[config.mk]
export PLATFORM = sky130hd
export DESIGN_NAME = ssf_cell
export DESIGN_NICKNAME = d
export VERILOG_FILES = /design/src/design/ssf_pkg.sv /design/src/design/ssf_cell.sv
export SDC_FILE = /design/constraint.sdc
export NUM_CORES = 1
export LEC_CHECK = 0
export BUFFER_PORTS_ARGS = -buffer_cell sky130_fd_sc_hd__buf_2
export CORE_ASPECT_RATIO = 0.5
export CORE_UTILIZATION = 55
export CTS_CLUSTER_SIZE = 24
export DETAILED_ROUTE_END_ITERATION = 10
export GPL_TIMING_DRIVEN = 0
export MAX_ROUTING_LAYER = met4
export PLACE_DENSITY_LB_ADDON = 0.3
export SETUP_SLACK_MARGIN = 0.4
export SLEW_MARGIN = 20
export SYNTH_ARGS = -nofsm -noshare
export SYNTH_HDL_FRONTEND = slang
export SYNTH_SLANG_ARGS = --single-unit
[constraint.sdc]
create_clock -name i_clk -period 5.84 [get_ports i_clk]
set_input_delay 0.584 -clock i_clk [delete_from_list [all_inputs] [get_ports i_clk]]
set_output_delay 0.584 -clock i_clk [all_outputs]
set_load 0.1 [all_outputs]
[src/design/ssf_pkg.sv]
// Shared types and constants for the shortest-seek-first scheduler.
package ssf_pkg;

    localparam int unsigned FIELD_TRACK_BITS = 16;
    localparam int unsigned SUM_BITS         = 23;
    localparam int unsigned COUNT_BITS       = 8;
    localparam logic [SUM_BITS-1:0]   SUM_MAX   = 23'h7F_FFFF;
    localparam logic [COUNT_BITS-1:0] COUNT_MAX = 8'hFF;

    typedef struct packed {
        logic [FIELD_TRACK_BITS-1:0] request_track;
        logic                        last_request;
    } t_in_item;

    typedef struct packed {
        logic [SUM_BITS-1:0]   total_movement;
        logic [COUNT_BITS-1:0] served_count;
        logic                  overflowed;
    } t_out_item;

    typedef enum logic {
        S_LOAD,
        S_SCAN
    } t_state;

    // Broadcast controls from the sequencer to every cell
    typedef struct packed {
        logic load;
        logic mark;
        logic clear;
    } t_cell_ctl;

endpackage

[src/design/ssf_cell.sv]
// One request cell: holds a track, its flags, and one stage of the nearest-request chain.
module ssf_cell #(
    parameter int unsigned TRACK_BITS = 16,
    parameter int unsigned IDX_BITS   = 7,
    parameter int unsigned INDEX      = 0
) (
    input  logic                  i_clk,
    input  logic                  i_rst_n,
    input  ssf_pkg::t_cell_ctl    i_ctl,
    input  logic [IDX_BITS-1:0]   i_wr_idx,
    input  logic [TRACK_BITS-1:0] i_wr_track,
    input  logic [IDX_BITS-1:0]   i_pick_idx,
    input  logic [TRACK_BITS-1:0] i_head,
    input  logic                  i_found,
    input  logic [TRACK_BITS-1:0] i_dist,
    input  logic [IDX_BITS-1:0]   i_idx,
    input  logic [TRACK_BITS-1:0] i_track,
    output logic                  o_found,
    output logic [TRACK_BITS-1:0] o_dist,
    output logic [IDX_BITS-1:0]   o_idx,
    output logic [TRACK_BITS-1:0] o_track
);
    import ssf_pkg::*;

    localparam logic [IDX_BITS-1:0] MY_IDX = IDX_BITS'(INDEX);

    logic [TRACK_BITS-1:0] r_track;
    logic                  r_stored;
    logic                  r_served;
    logic                  r_found;
    logic [TRACK_BITS-1:0] r_dist;
    logic [IDX_BITS-1:0]   r_idx;
    logic [TRACK_BITS-1:0] r_ctrack;

    logic [TRACK_BITS-1:0] w_d;
    logic                  w_take;

    always_comb begin
        w_d    = (r_track >= i_head) ? (r_track - i_head) : (i_head - r_track);
        // Strictly closer only, so a tie stays with the earlier cell
        w_take = r_stored && !r_served && (!i_found || (w_d < i_dist));
    end

    always_ff @(posedge i_clk) begin
        if (!i_rst_n) begin
            r_stored <= 1'b0;
            r_served <= 1'b0;
            r_found  <= 1'b0;
        end else begin
            if (i_ctl.clear) begin
                r_stored <= 1'b0;
                r_served <= 1'b0;
            end else if (i_ctl.load && (i_wr_idx == MY_IDX)) begin
                r_stored <= 1'b1;
                r_served <= 1'b0;
            end else if (i_ctl.mark && (i_pick_idx == MY_IDX)) begin
                r_served <= 1'b1;
            end
            r_found <= w_take || i_found;
        end
    end

    always_ff @(posedge i_clk) begin
        if (i_ctl.load && (i_wr_idx == MY_IDX)) begin
            r_track <= i_wr_track;
        end
        if (w_take) begin
            r_dist   <= w_d;
            r_idx    <= MY_IDX;
            r_ctrack <= r_track;
        end else begin
            r_dist   <= i_dist;
            r_idx    <= i_idx;
            r_ctrack <= i_track;
        end
    end

    assign o_found = r_found;
    assign o_dist  = r_dist;
    assign o_idx   = r_idx;
    assign o_track = r_ctrack;

endmodule

==> metrics.txt, run 1 <==
CTS Buffer Depth=2; Worst Setup Start Kind=flip-flop; Via Count=3,479; clk_lat worst skew=0.34 ns; DRC violations left=0; Crit Path Category=reg -> reg; Antenna Cells=0; post-CTS setup buffers=0; Pre-antenna DRT Iters=7; worst flop-to-flop path endpoint=o_track[5]; period utilization=0.839; flop2flop setup slack=0.94 ns; CTS tree=yes; CTS Root Cell=clkbuf_16; Reg2Reg Depth=19; initial antenna violation count=0; Max-cap violations=0; Top FF cell, synth=dfxtp_1; cell taking the most area after synthesis=dfxtp_1; Post-DRT Antenna Nets=0; DR WL met2=3.95 mm; GRT Resource Usage Total=0.266; Tmin final=4.90 ns; Post-Synthesis Cells=408; Routed met3 length=883 microns; Worst path slowest cell=o21ai_2; Synth-to-Final Area Change=27.4%; RSZ-0062 raised after global routing=no; Max Clk Rate=0.204 GHz; I/O Buffers=130; most common cell after layout, fill and taps aside=buf_2; CTS H-tree depth=3; IO Pins=131; setup_tns=0 ns; vias in the first global route=2,895; most frequent cells in the layout=137 x buf_2, 54 x inv_1, 46 x ha_1; wire per inst=14.4 microns; peak supply drop=0.175 mV; Netlist cell types=63; DRT iter0 DRCs=201; die extent in x=122 microns; largest net degree at the start of global routing=19; Final HPWL DP=7.26 mm; worst-path cell chain=inv_1 -> ha_1 -> inv_1 -> fa_1 -> a21oi_1 -> o22ai_1 -> o21ai_2 -> and2_4 -> buf_12 -> o32ai_2 -> xnor2_1 -> ha_1 -> a21o_1 -> a21o_1 -> a21oi_1 -> a31oi_1 -> o22ai_1 -> buf_2 -> mux2_2; Power Dens Cells=258 nW/um^2; Async SR Flop Fraction=0; Final Wtd Congestion=0.867; Core Region=6830 sq um; peak fanout along the critical path=10; final-report hold violation count=0; drt total wl=9.30 mm; crit end category=flip-flop; HP Class=in -> reg; cts repair resizes=0; WHS Endpoint=r_track[1]; global-route wire length before repair=14.2 mm; Syn. warnings=0; fin. max-slew vios=0; CTS Hold Bufs=0; Die H=62 microns; full die area=7560 sq um; hold path depth=1; Clk pin slew, worst setup/hold paths=0.05 ns; uppermost layer routed=met4; Synthesized Nets=547; Sink Count=58; Hold Path Origin=i_wr_track[1]; Seq cells post-synth=58; status=complete, no violations; top cells by area, synth=dfxtp_1 21%, ha_1 15%, edfxtp_1 12%; sequential fraction of the synthesis area=0.334; # rows=21; cell leakage power=0.00252 uW; Synth top area share=0.212; worst r2r src=r_track[0]; worst-margin pin slew=0.884 ns; M1 wire length=4.35 mm; vias per cell=5.39; Final Setup Violations=0; Final Power=1300 uW; total gr overflow=0; share of layout cells above drive strength 1=0.370; mapped cell area=3960 sq um; slowest stage delay, CP=0.46 ns; required time of the critical path=6.06 ns; Filler Cell Count=541; Hold WS=0.417 ns; nets@finish=688; clk_skew=0.00638 ns; starting density of the core=0.580; crit path DAT=5.13 ns; CTS Buf Count=9; Post-synth EDFFs=16; Synth Area per Inst=9.71 sq um; Slew Limit Headroom=0.410
## layer usage
layer	up-vias	GRT usage
li1	1729	-
met1	1560	0.343
met2	174	0.412
met3	16	0.0712
met4	0	0.0847
met5	-	-
## sequential cells by signal (all words and copies together), names as in the netlist
| signal | count |
|---|---|
| o_dist | 16 |
| o_track | 16 |
| r_track | 16 |
| o_idx | 7 |
| o_found | 1 |
| r_served | 1 |
| r_stored | 1 |
## cell families (layout without fill, tap and decap cells)
logic type,count (synthesis),count (layout),share of synthesized area
DFF,58,58,0.334
adders and majority gates,48,48,0.155
buffers and inverters,71,217,0.0815
muxes,39,39,0.109
xor gates and xnor gates,14,14,0.0310
AOI/OAI and AO/OA,103,103,0.186
and+or+nand+nor,75,75,0.103
## where the power goes
part	switching [uW]	total, uW	internal, uW
registers	3.64	432	429
clock network	188	547	359
logic	216	323	107
## worst max-delay path: cells and delay by family, from the launching register on
family | cells | cell delay, ns
adders and majority gates | 3 | 0.88
AOI/OAI and AO/OA | 9 | 1.94
xor gates and xnor gates | 1 | 0.24
and+or+nand+nor | 1 | 0.26
buffers and inverters | 4 | 0.66
muxes | 1 | 0.39
DFF | 1 | 0.41
## synthesized netlist by cell type (3+ instances only)
cell	instances
a211oi_1	4
a21o_1	14
a21oi_1	29
a31oi_1	3
and2_1	3
buf_2	7
buf_4	4
dfxtp_1	42
edfxtp_1	16
ha_1	46
inv_1	54
mux2_2	30
mux2i_1	8
nand2_1	14
nand3_1	9
nand4_1	7
nor2_1	12
nor2b_1	12
o2111ai_1	3
o211ai_1	5
o21a_1	3
o21ai_0	14
o21bai_1	4
o22ai_1	3
xnor2_1	10
xor2_1	4
## stage by stage
stage,setup WS (ns),std cells,instance area (sq um),utilization
after CTS,0.976,646,5040,0.738
final,0.937,646,5040,0.738
after global placement,0.874,630,4730,0.692
after global routing,0.670,646,5040,0.738
after floorplan,1.72,408,3960,-
after detailed placement,0.814,630,4730,0.692
## how the worst max path moves through the flow
stage,from,slack (ns),to,depth (start not counted)
finish,r_track[0],0.94,o_track[5],19
global route,r_track[0],0.67,o_track[5],19
CTS,r_track[0],0.98,o_track[5],19
detailed placement,i_head[0],0.81,o_track[5],19
global placement,i_head[0],0.87,o_track[7],19
floorplan,i_head[0],1.72,o_dist[2],17
## area by class of cell
class | instances | area, sq um | share of cell area
tap | 92 | 115 | 0.0228
clock buffer | 14 | 305 | 0.0605
inverter | 54 | 203 | 0.0402
buffer | 17 | 120 | 0.0238
multi-input combinational | 279 | 2320 | 0.459
sequential | 58 | 1320 | 0.262
timing repair buffer | 130 | 651 | 0.129
clock inverter | 2 | 12.5 | 0.00248
Note: power is estimated with default switching activity, not from simulation.
==> run 2: changes to the inputs <==
--- a/config.mk
+++ b/config.mk
@@ -5,9 +5,10 @@
 export SDC_FILE = /design/constraint.sdc
 export NUM_CORES = 1
 export LEC_CHECK = 0
+export ABC_AREA = 1
 export BUFFER_PORTS_ARGS = -buffer_cell sky130_fd_sc_hd__buf_2
 export CORE_ASPECT_RATIO = 0.5
-export CORE_UTILIZATION = 55
+export CORE_UTILIZATION = 48
 export CTS_CLUSTER_SIZE = 24
 export DETAILED_ROUTE_END_ITERATION = 10
 export GPL_TIMING_DRIVEN = 0
==> constraint.sdc (replaced) <==
create_clock -name i_clk -period 4.3 [get_ports i_clk]
set_input_delay 0.43 -clock i_clk [delete_from_list [all_inputs] [get_ports i_clk]]
set_output_delay 0.43 -clock i_clk [all_outputs]
set_load 0.1 [all_outputs]
==> metrics.txt, run 2 <==
fin. max-slew vios=0; setup_tns=0 ns; Max Clk Rate=0.275 GHz; initial antenna violation count=0; mapped cell area=4410 sq um; Syn. warnings=0; share of layout cells above drive strength 1=0.256; clk_skew=0.0103 ns; Slew Limit Headroom=0.525; CTS Buf Count=9; CTS Buffer Depth=2; vias per cell=4.74; crit end category=flip-flop; DRC violations left=0; Final HPWL DP=9.47 mm; Synthesized Nets=791; met3 usage=0.0841; RSZ-0062 raised after global routing=no; full die area=9600 sq um; status=complete, no violations; starting density of the core=0.501; top cells by area, synth=nand2_1 19%, dfxtp_1 19%, ha_1 13%; synth cell count leaders=226 x nand2_1, 126 x inv_1, 46 x ha_1, 42 x dfxtp_1, 38 x nand3_1; Clk pin slew, worst setup/hold paths=0.06 ns; # rows=24; period utilization=0.844; CTS Root Cell=clkbuf_16; I/O Buffers=130; nets@finish=936; cell leakage power=0.00329 uW; crit path DAT=3.85 ns; required time of the critical path=4.52 ns; vias in the first global route=3,750; CTS H-tree depth=3; GRT met2 Usage=0.344; worst r2r src=r_track[0]; CTS Hold Bufs=0; Crit Path Category=reg -> reg; Max-cap violations=0; Async SR Flop Fraction=0; die extent in x=138 microns; most frequent cells in the layout=224 x nand2_1, 132 x buf_2, 126 x inv_1; Pre-antenna DRT Iters=5; Synth top area share=0.192; Synth-to-Final Area Change=27.3%; clk_lat worst skew=0.33 ns; total gr overflow=0; Top FF cell, synth=dfxtp_1; CTS tree=yes; met1 Track Usage GR=0.376; fin area=5610 sq um; largest net degree at the start of global routing=11; cell taking the most area after synthesis=nand2_1; most common cell after layout, fill and taps aside=nand2_1; Final Setup Violations=0; global route hottest layer=met1; global-route wire length before repair=18.0 mm; Sink Count=58; peak fanout along the critical path=10; most common cell in the netlist=nand2_1; Synth Area per Inst=6.76 sq um; Power Dens Cells=327 nW/um^2; HP Class=in -> reg; wire per inst=12.7 microns; DRT iter0 DRCs=288; GRT Resource Usage Total=0.258; area of the multi-input gates=2500 sq um; Tmin final=3.63 ns; Antenna Cells=0; Post-Synthesis Cells=652; Worst Setup Start Kind=flip-flop; Post-DRT Antenna Nets=0; Core Region=8800 sq um; drt total wl=11.6 mm; Seq cells post-synth=58; sequential fraction of the synthesis area=0.300; IO Pins=131; Final Wtd Congestion=0.859; CP startpoint=r_track[0]; Placed Area=5230 sq um; Post-synth EDFFs=16; Netlist cell types=35; register area=1320 sq um; Hold Path Origin=i_wr_track[2]; peak supply drop=0.249 mV; Die H=69.8 microns; worst-margin pin slew=0.706 ns; final-report hold violation count=0; Via Count=4,360; Filler Cell Count=814
## run 2: cell types whose count changed after synthesis, sizes merged, moves of 5 or more
cell | before | now
a211oi | 5 | 0
a21o | 15 | 0
inv | 54 | 127
mux2 | 31 | 0
mux2i | 8 | 0
nand2 | 15 | 240
nand3 | 9 | 42
nor2 | 12 | 33
nor2b | 12 | 0
o211ai | 5 | 0
o21ai | 15 | 29
xor2 | 4 | 9
## run 2: final cells by class
class	instances	area share
Clock buffer	14	0.0564
Inverter	127	0.0849
Multi-Input combinational cell	450	0.445
Buffer	17	0.0292
Timing Repair Buffer	134	0.121
Sequential cell	58	0.235
Tap cell	117	0.0261
Clock inverter	2	0.00201
## run 2: final timing paths
path                                    to  cells after the start  slack (ns)
worst max register to register   o_dist[8]                     24        0.67
worst min-delay path            r_track[2]                      1        0.27
worst max-delay path             o_dist[8]                     24        0.67
worst min register to register    r_stored                      2        0.48
## run 2: power by group
group	total, uW	switching, uW	internal, uW
logic	482	338	145
registers	586	4.18	582
clock network	766	259	507
## run 2: cells by family (layout without fill, tap and decap cells)
logic type	count (synthesis)	in the layout	share of synthesized area
simple gates	328	328	0.315
buf+inv	144	294	0.138
compound gates	59	59	0.0777
flops	58	58	0.300
fa+ha+maj	48	48	0.140
xor+xnor	15	15	0.0298
## run 2: metal layers
layer / vias to the layer above / share of wire
met2: 164 / 0.38
met5: - / 0
met3: 10 / 0.086
li1: 2283 / -
met4: 0 / 0.0070
met1: 1903 / 0.52
## run 2: repair_timing
action,in CTS,in global routing
pin swaps,0,1
endpoints found under the setup margin,32,39
cloned,0,0
resized for setup,9,15
buffers inserted,0,2
## run 2: worst max-delay path, stage by stage, from the launching register on
cell	delay (ns)
edfxtp_1	0.40
inv_1	0.10
ha_1	0.14
inv_1	0.09
fa_2	0.40
nand3_1	0.09
nand3_1	0.10
nand2_1	0.11
nand3_2	0.11
a21oi_4	0.20
buf_4	0.16
nand3_1	0.06
nand2_1	0.14
inv_1	0.07
ha_1	0.30
nand4_1	0.12
a21oi_1	0.15
nor2_1	0.06
nand2_2	0.11
nand2_1	0.10
nand2_4	0.14
inv_1	0.07
buf_4	0.17
nand2_1	0.07
nand2_1	0.05
## run 2: metrics by stage
stage | worst slack, ns | power (uW) | std cells | hold slack [ns] | util
global placement | 0.0486 | 1060 | 899 | 0.455 | 0.592
CTS | 0.400 | 1840 | 917 | 0.265 | 0.633
global route | 0.396 | 1920 | 919 | 0.259 | 0.638
detailed placement | 0.0277 | 1070 | 901 | 0.467 | 0.594
floorplan | 1.18 | 953 | 652 | 0.440 | -
finish | 0.669 | 1830 | 919 | 0.269 | 0.638
